$ cat config.mk
export PLATFORM = sky130hd
export DESIGN_NAME = bap_ctrl
export DESIGN_NICKNAME = d
export VERILOG_FILES = /design/src/rtl/bap_pkg.sv /design/src/rtl/bap_ctrl.sv
export SDC_FILE = /design/constraint.sdc
export NUM_CORES = 1
export LEC_CHECK = 0
export ABC_AREA = 1
export BUFFER_PORTS_ARGS = -buffer_cell sky130_fd_sc_hd__buf_2
export CAP_MARGIN = 20
export CORE_AREA = 2 2 39 41
export CTS_CLUSTER_SIZE = 20
export DETAILED_ROUTE_END_ITERATION = 10
export DIE_AREA = 0 0 41 43
export MAX_ROUTING_LAYER = met4
export PLACE_DENSITY = 0.68
export SKIP_CTS_REPAIR_TIMING = 1
export SYNTH_ARGS = -nofsm -noshare
export SYNTH_HDL_FRONTEND = slang
export SYNTH_SLANG_ARGS = --single-unit
$ cat constraint.sdc
create_clock -name i_clk -period 1.4 [get_ports i_clk]
set_input_delay 0.14 -clock i_clk [delete_from_list [all_inputs] [get_ports i_clk]]
set_output_delay 0.14 -clock i_clk [all_outputs]
set_load 0.05 [all_outputs]
$ cat src/rtl/bap_pkg.sv
// Shared constants, codes and controller/datapath interface types for the page allocator.
package bap_pkg;

    // Sizing. WORD_BITS must be a power of two (a page splits into word and bit fields).
    localparam int PAGE_COUNT = 1024 * 64;
    localparam int WORD_BITS  = 64;
    localparam int NUM_WORDS  = (PAGE_COUNT + WORD_BITS - 1) / WORD_BITS;
    localparam int WORD_AW    = (NUM_WORDS > 1) ? $clog2(NUM_WORDS) : 1;
    localparam int BIT_W      = $clog2(WORD_BITS);

    // Field widths fixed by the interface.
    localparam int IDX_W = 16;
    localparam int ACT_W = 2;
    localparam int ST_W  = 2;

    // Internal page width: holds any page below PAGE_COUNT, PAGE_COUNT itself and any index.
    localparam int PG_W = ($clog2(PAGE_COUNT) + 1 > IDX_W + 1) ? $clog2(PAGE_COUNT) + 1
                                                               : IDX_W + 1;

    // Lowest-free-bit search works one byte group, then one bit within the byte.
    localparam int GRP_BITS = 8;
    localparam int NUM_GRPS = WORD_BITS / GRP_BITS;

    typedef enum logic [ACT_W-1:0] {
        ACT_ALLOC    = 2'd0,
        ACT_ALLOC_AT = 2'd1,
        ACT_FREE     = 2'd2,
        ACT_QUERY    = 2'd3
    } t_action;

    typedef enum logic [ST_W-1:0] {
        ST_OK   = 2'd0,
        ST_OOM  = 2'd1,
        ST_BUSY = 2'd2
    } t_status;

    typedef enum logic {
        RD_PAGE = 1'b0,
        RD_SCAN = 1'b1
    } t_rd_sel;

    typedef enum logic [1:0] {
        WR_NONE    = 2'd0,
        WR_CLEAR   = 2'd1,
        WR_SET_BIT = 2'd2,
        WR_CLR_BIT = 2'd3
    } t_wr_op;

    typedef struct packed {
        logic    latch;      // capture input transaction
        logic    rd_en;
        t_rd_sel rd_sel;
        t_wr_op  wr_op;
        logic    wcnt_clr;
        logic    wcnt_inc;
        logic    grp_ld;
        logic    bit_ld;
        logic    hint_ld;
        logic    res_ld;
        t_status res_status;
        logic    res_free;
        logic    res_zero;   // result page forced to zero
        logic    out_ld;
    } t_cmd;

    typedef struct packed {
        t_action action;
        logic    page_ok;    // r_page below PAGE_COUNT
        logic    bit_used;   // bit of r_page in read word
        logic    avail_nz;   // read word has a free bit
        logic    scan_last;  // word counter at last word
    } t_sts;

endpackage

$ cat src/rtl/bap_ctrl.sv
// Controller: sequences bitmap clear, lookups, scans and result handoff.
module bap_ctrl (
    input  logic          i_clk,
    input  logic          i_rst_n,
    input  logic          i_valid,
    output logic          o_ready,
    output logic          o_valid,
    input  logic          i_ready,
    input  bap_pkg::t_sts i_sts,
    output bap_pkg::t_cmd o_cmd
);

    typedef enum logic [2:0] {
        S_CLEAR,
        S_IDLE,
        S_RANGE,
        S_LOOK,
        S_SCAN_RD,
        S_SCAN_CHK,
        S_FIND_BIT,
        S_CLAIM
    } t_state;

    t_state r_state, n_state;
    logic   r_out_valid, n_out_valid;
    logic   r_pend, n_pend;   // result computed, waiting for output register

    always_comb begin
        o_cmd       = '0;
        n_state     = r_state;
        n_pend      = r_pend;
        o_cmd.out_ld = r_pend && (!r_out_valid || i_ready);
        if (o_cmd.out_ld) begin
            n_pend = 1'b0;
        end

        case (r_state)
            S_CLEAR: begin
                o_cmd.wr_op = bap_pkg::WR_CLEAR;
                if (i_sts.scan_last) begin
                    n_state = S_IDLE;
                end
            end
            S_IDLE: begin
                if (i_valid && !r_pend) begin
                    o_cmd.latch = 1'b1;
                    n_state     = S_RANGE;
                end
            end
            S_RANGE: begin
                if (i_sts.page_ok) begin
                    o_cmd.rd_en  = 1'b1;
                    o_cmd.rd_sel = bap_pkg::RD_PAGE;
                    n_state      = S_LOOK;
                end else if (i_sts.action == bap_pkg::ACT_ALLOC) begin
                    o_cmd.wcnt_clr = 1'b1;
                    n_state        = S_SCAN_RD;
                end else begin
                    // page beyond the bitmap counts as used
                    o_cmd.res_ld     = 1'b1;
                    o_cmd.res_status = (i_sts.action == bap_pkg::ACT_ALLOC_AT)
                                       ? bap_pkg::ST_BUSY : bap_pkg::ST_OK;
                    n_pend           = 1'b1;
                    n_state          = S_IDLE;
                end
            end
            S_LOOK: begin
                o_cmd.res_free = !i_sts.bit_used;
                case (i_sts.action)
                    bap_pkg::ACT_ALLOC: begin
                        if (!i_sts.bit_used) begin
                            o_cmd.wr_op   = bap_pkg::WR_SET_BIT;
                            o_cmd.hint_ld = 1'b1;
                            o_cmd.res_ld  = 1'b1;
                            n_pend        = 1'b1;
                            n_state       = S_IDLE;
                        end else begin
                            o_cmd.wcnt_clr = 1'b1;
                            n_state        = S_SCAN_RD;
                        end
                    end
                    bap_pkg::ACT_ALLOC_AT: begin
                        o_cmd.res_ld = 1'b1;
                        n_pend       = 1'b1;
                        n_state      = S_IDLE;
                        if (!i_sts.bit_used) begin
                            o_cmd.wr_op   = bap_pkg::WR_SET_BIT;
                            o_cmd.hint_ld = 1'b1;
                        end else begin
                            o_cmd.res_status = bap_pkg::ST_BUSY;
                        end
                    end
                    bap_pkg::ACT_FREE: begin
                        o_cmd.wr_op  = bap_pkg::WR_CLR_BIT;
                        o_cmd.res_ld = 1'b1;
                        n_pend       = 1'b1;
                        n_state      = S_IDLE;
                    end
                    default: begin
                        o_cmd.res_ld = 1'b1;
                        n_pend       = 1'b1;
                        n_state      = S_IDLE;
                    end
                endcase
            end
            S_SCAN_RD: begin
                o_cmd.rd_en  = 1'b1;
                o_cmd.rd_sel = bap_pkg::RD_SCAN;
                n_state      = S_SCAN_CHK;
            end
            S_SCAN_CHK: begin
                if (i_sts.avail_nz) begin
                    o_cmd.grp_ld = 1'b1;
                    n_state      = S_FIND_BIT;
                end else if (i_sts.scan_last) begin
                    o_cmd.res_ld     = 1'b1;
                    o_cmd.res_status = bap_pkg::ST_OOM;
                    o_cmd.res_zero   = 1'b1;
                    n_pend           = 1'b1;
                    n_state          = S_IDLE;
                end else begin
                    o_cmd.wcnt_inc = 1'b1;
                    n_state        = S_SCAN_RD;
                end
            end
            S_FIND_BIT: begin
                o_cmd.bit_ld = 1'b1;
                n_state      = S_CLAIM;
            end
            S_CLAIM: begin
                o_cmd.res_ld = 1'b1;
                n_pend       = 1'b1;
                n_state      = S_IDLE;
                if (i_sts.page_ok) begin
                    o_cmd.wr_op    = bap_pkg::WR_SET_BIT;
                    o_cmd.hint_ld  = 1'b1;
                    o_cmd.res_free = 1'b1;
                end else begin
                    // free bit lies past the last page of a partial word
                    o_cmd.res_status = bap_pkg::ST_OOM;
                    o_cmd.res_zero   = 1'b1;
                end
            end
            default: n_state = S_IDLE;
        endcase

        if (o_cmd.out_ld) begin
            n_out_valid = 1'b1;
        end else if (r_out_valid && i_ready) begin
            n_out_valid = 1'b0;
        end else begin
            n_out_valid = r_out_valid;
        end
    end

    always_ff @(posedge i_clk) begin
        if (!i_rst_n) begin
            r_state     <= S_CLEAR;
            r_out_valid <= 1'b0;
            r_pend      <= 1'b0;
        end else begin
            r_state     <= n_state;
            r_out_valid <= n_out_valid;
            r_pend      <= n_pend;
        end
    end

    assign o_ready = (r_state == S_IDLE) && !r_pend;
    assign o_valid = r_out_valid;

endmodule

# [Word level (Yosys, flattened, before mapping)]
# Index checks and enable logic that the tools add are counted.
[classes] eq_ne=11 n_mux=56 n_reduce_logical=13
[ops] operator="3-bit two-way mux" count=12
[ops] operator="1-bit two-way mux" count=26
[ops] operator="3-bit one-hot mux with 8 select lines" count=1
[ops] operator="2-bit two-way mux" count=7
[ops] operator="3-bit equality test (second input constant)" count=4
[ops] operator="3-bit one-hot mux with 4 select lines" count=1
[ops] operator="1-bit one-hot mux with 2 select lines" count=5
[ops] operator="2-bit one-hot mux with 2 select lines" count=2
[ops] operator="3-bit by 2-bit equality test with 1-bit output (second input constant)" count=2
[ops] operator="2-bit one-hot mux with 3 select lines" count=1
[ops] operator="1-bit logical AND" count=4
[ops] operator="2-bit != test (second input constant)" count=2
[ops] operator="1-bit one-hot mux with 4 select lines" count=1
[ops] operator="3-bit by 1-bit equality test with 1-bit output (second input constant)" count=1
[ops] operator="1-bit zero test" count=3
[ops] operator="3-bit zero test" count=1
[ops] operator="2-bit by 1-bit equality test with 1-bit output (second input constant)" count=1
[ops] operator="2-bit equality test (second input constant)" count=1
[ops] operator="2-bit zero test" count=1
[ops] operator="2-bit AND reduction" count=1
[ops] operator="2-bit nonzero test" count=1
[ops] operator="2-bit OR reduction" count=1
[ops] operator="1-bit logical OR" count=1
[word_totals] reg_bits=5 output_inout_bits=18 wordCells=83 in_bits=10

# [Logic depth before layout (Yosys ltp)]
[logic_depth] ltp_word=7 depth_mapped=8 depth_no_buf=7

# [Least setup slack after synthesis]
# OpenSTA, ideal clock, no wires.
[synth_path] path_kind="register to output" from="register r_state[1]" to="output o_cmd[9] in the netlist's numbering" arrival_ps=2018 required_time_ps=1260 path_slack_ps=-758 stages_incl_launch_ff=3 path_cell_list="dfxtp_1 > buf_6 > nor4_1"
[synth_lines] element="from (decl)" line_no="bap_ctrl.sv:24" rtl="t_state r_state, n_state;"
[synth_lines] element="from (signal assigned)" line_no="bap_ctrl.sv:162" rtl="r_state <= n_state;"
[synth_lines] element="to (decl)" line_no="bap_ctrl.sv:10" rtl="output bap_pkg::t_cmd o_cmd"

==> out/metrics.yaml <==
run_status:
  outcome: "finished, final reports clean"
sta:
  drv_slew: 0
  period_share_pct: 99.1
  hold_violations: 0
  setup_viol: 0
  timing.fmax_mhz: 720
  period_needed_ps: 1390
  rsz0062_at_grt: "true"
  worst_pin_slew_ps: 251
  timing.final.ws_setup_ps: 12.0
  skew_ps: 1.95
  hold_slack_ps: 138
  relSlewSlack_pct: 83.4
die:
  rows: 14
  dieArea_sq_um: 1760
  die_h_um: 43
  start_util_pct: 37.9
  core_area_sq_um: 1380
  pin_count: 28
  fp.dieW_um: 41
worst_setup_path:
  critPathKind: "flip-flop to output port"
  end_kind: "output port"
  start_kind: "flip-flop"
  cp_max_fo: 7
  cp.required_ps: 1260
  r2r_slack_ps: 280
  r2r_end: "r_state[2]"
  reg2regPathDepth: 6
  timing.rr.start: "r_state[1]"
  arrival_ps: 1250
final_layout:
  diodes: 0
  fillers: 121
  layout.nets: 134
  drive_gt1_share_pct: 54.5
  areaGrowthSynthToFinish_pct: 73.3
  final_core_util_pct: 65.6
power_and_ir_drop:
  power.leakage_nw: 0.488
  power_density_nw_per_um2: 587
  totalPowerFinal_mw: 0.533
  irDropWorstVdd_mv: 0.506
global_route:
  antenna_found_initial: 0
  grt_pass1_wl_um: 2080
  grt_max_degree: 8
  overflow: 0
  grt_pass1_vias: 520
  track_usage_pct: 17.3
synthesis:
  yosysTopAreaCell: "dfxtp_1"
  ys_warn_count: 0
  synth.avg_cell_area_sq_um: 5.76
  ys_seq_area_share_pct: 19.1
  synth_fp_nets: 101
  yosys.cell_types.count: 19
  synthTopCellsByArea: "dfxtp_1 19%, nand2_1 14%, nand3_1 9.5%"
  netlist_area_sq_um: 524
  synth_cells: 91
  synth.top_cell.area_share_pct: 19.1
  yosys_register_bits: 5
route:
  wl_per_cell_um: 11.5
  via_per_inst: 5.14
  drt-pass1-iter-count: 4
  antenna_left: 0
  num_vias: 715
  drt_iter0_drc: 21
  wl_um: 1610
  drc_errors: 0
place:
  numPortBuffers: 27
  dp_hpwl_um: 1200
  dp_slack_ps: 31.9
  place_congestion: 0.880
clock_network:
  cts_buffers: 3
  cts-htree-levels: 1
  cts_sinks: 5
  clkLatencyLatePin_ps: 240
  cts_buffer_depth: 2
  cts-root-buf: "clkbuf_4"
  tritoncts: "built"
  clk_pin_slew_ps: 40
min_path:
  whs_path_depth: 3
  min_to: "r_pend"
  min_from: "i_rst_n"
  hp-class: "input port to flip-flop"
run:
  maxCapViolations: 0
## cells in the final DEF, fill, tap and decap left out
cell and instances:
buf_6 12, nor3_2 1, nand3_2 3, inv_1 11
o21ai_0 3, nor2_1 9, nor2_4 2, o31ai_2 1
a21oi_1 3, o21ai_4 1, nor4_4 1, nand4_1 3
nand2_2 4, clkbuf_1 1, o21ai_2 5, dfxtp_1 2
inv_2 3, buf_2 12, buf_4 5, nand3_1 7
nand2_4 1, buf_8 2, nand3_4 1, nand2_1 17
dfxtp_4 3, nor2_2 7, clkbuf_4 3
## flip-flops by register name (all words and copies together) (netlist names)
register  count
r_state       3
r_pend        1
o_valid       1
## metal layers
layer | share of wire [%] | vias up | global-route usage, %
li1 | - | 357 | -
met1 | 43 | 333 | 22.5
met2 | 51 | 25 | 25.9
met3 | 5.2 | 0 | 3.14
met4 | 0 | 0 | 6.00
met5 | 0 | - | -
## critical path, cell delays in order (launching register included)
cell and delay, ps:
dfxtp_4 360, buf_6 150, nor2_2 130, nand2_1 120
nand2_1 100, buf_6 150
## stage by stage
step	cell area (sq um)	cells	setup TNS [ps]
after floorplan	556	91	-182
after global placement	696	133	0
after detailed placement	696	133	0
after CTS	722	137	-2270
after global routing	908	139	-269
final	908	139	0
## kinds of logic (layout without fill, tap and decap cells)
family                 count (synthesis)  count (layout)  share of synthesized area [%]
AOI/OAI and AO/OA                     13              13                           13.6
buffers and inverters                 17              49                           15.8
DFF                                    5               5                           19.1
and+or+nand+nor                       56              56                           51.6
## cell type report
class | count | area [sq um] | area share (%)
inverter | 14 | 52.6 | 5.79
sequential | 5 | 111 | 12.3
tap | 16 | 20.0 | 2.20
clock buffer | 4 | 26.3 | 2.89
multi-input combinational | 69 | 435 | 47.9
timing repair buffer | 31 | 263 | 28.9
## where the power goes
part | leakage (nW) | switching (mW) | internal [mW]
clock network | 0.0150 | 0.0556 | 0.108
logic | 0.430 | 0.140 | 0.0678
registers | 0.0428 | 0.0139 | 0.148
total | 0.488 | 0.210 | 0.323
## how the worst max path moves through the flow
stage,start,endpoint,slack [ps]
3_5_place_dp,r_state[0],o_cmd[10],30
6_report,r_state[1],o_cmd[11],10
5_1_grt,r_state[0],o_cmd[3],-30
2_1_floorplan,r_state[1],o_cmd[9],-180
3_3_place_gp,r_state[0],o_cmd[10],10
4_1_cts,r_state[0],o_cmd[10],-230
## synthesized netlist by cell type, drive strengths merged
library cell  number
nand4              3
a21oi              3
nand2             22
nor3               1
nor4               1
inv               14
o21ai              9
nand3             11
o31ai              1
nor2              18
buf                3
dfxtp              5
(Power assumes the default switching activity.)
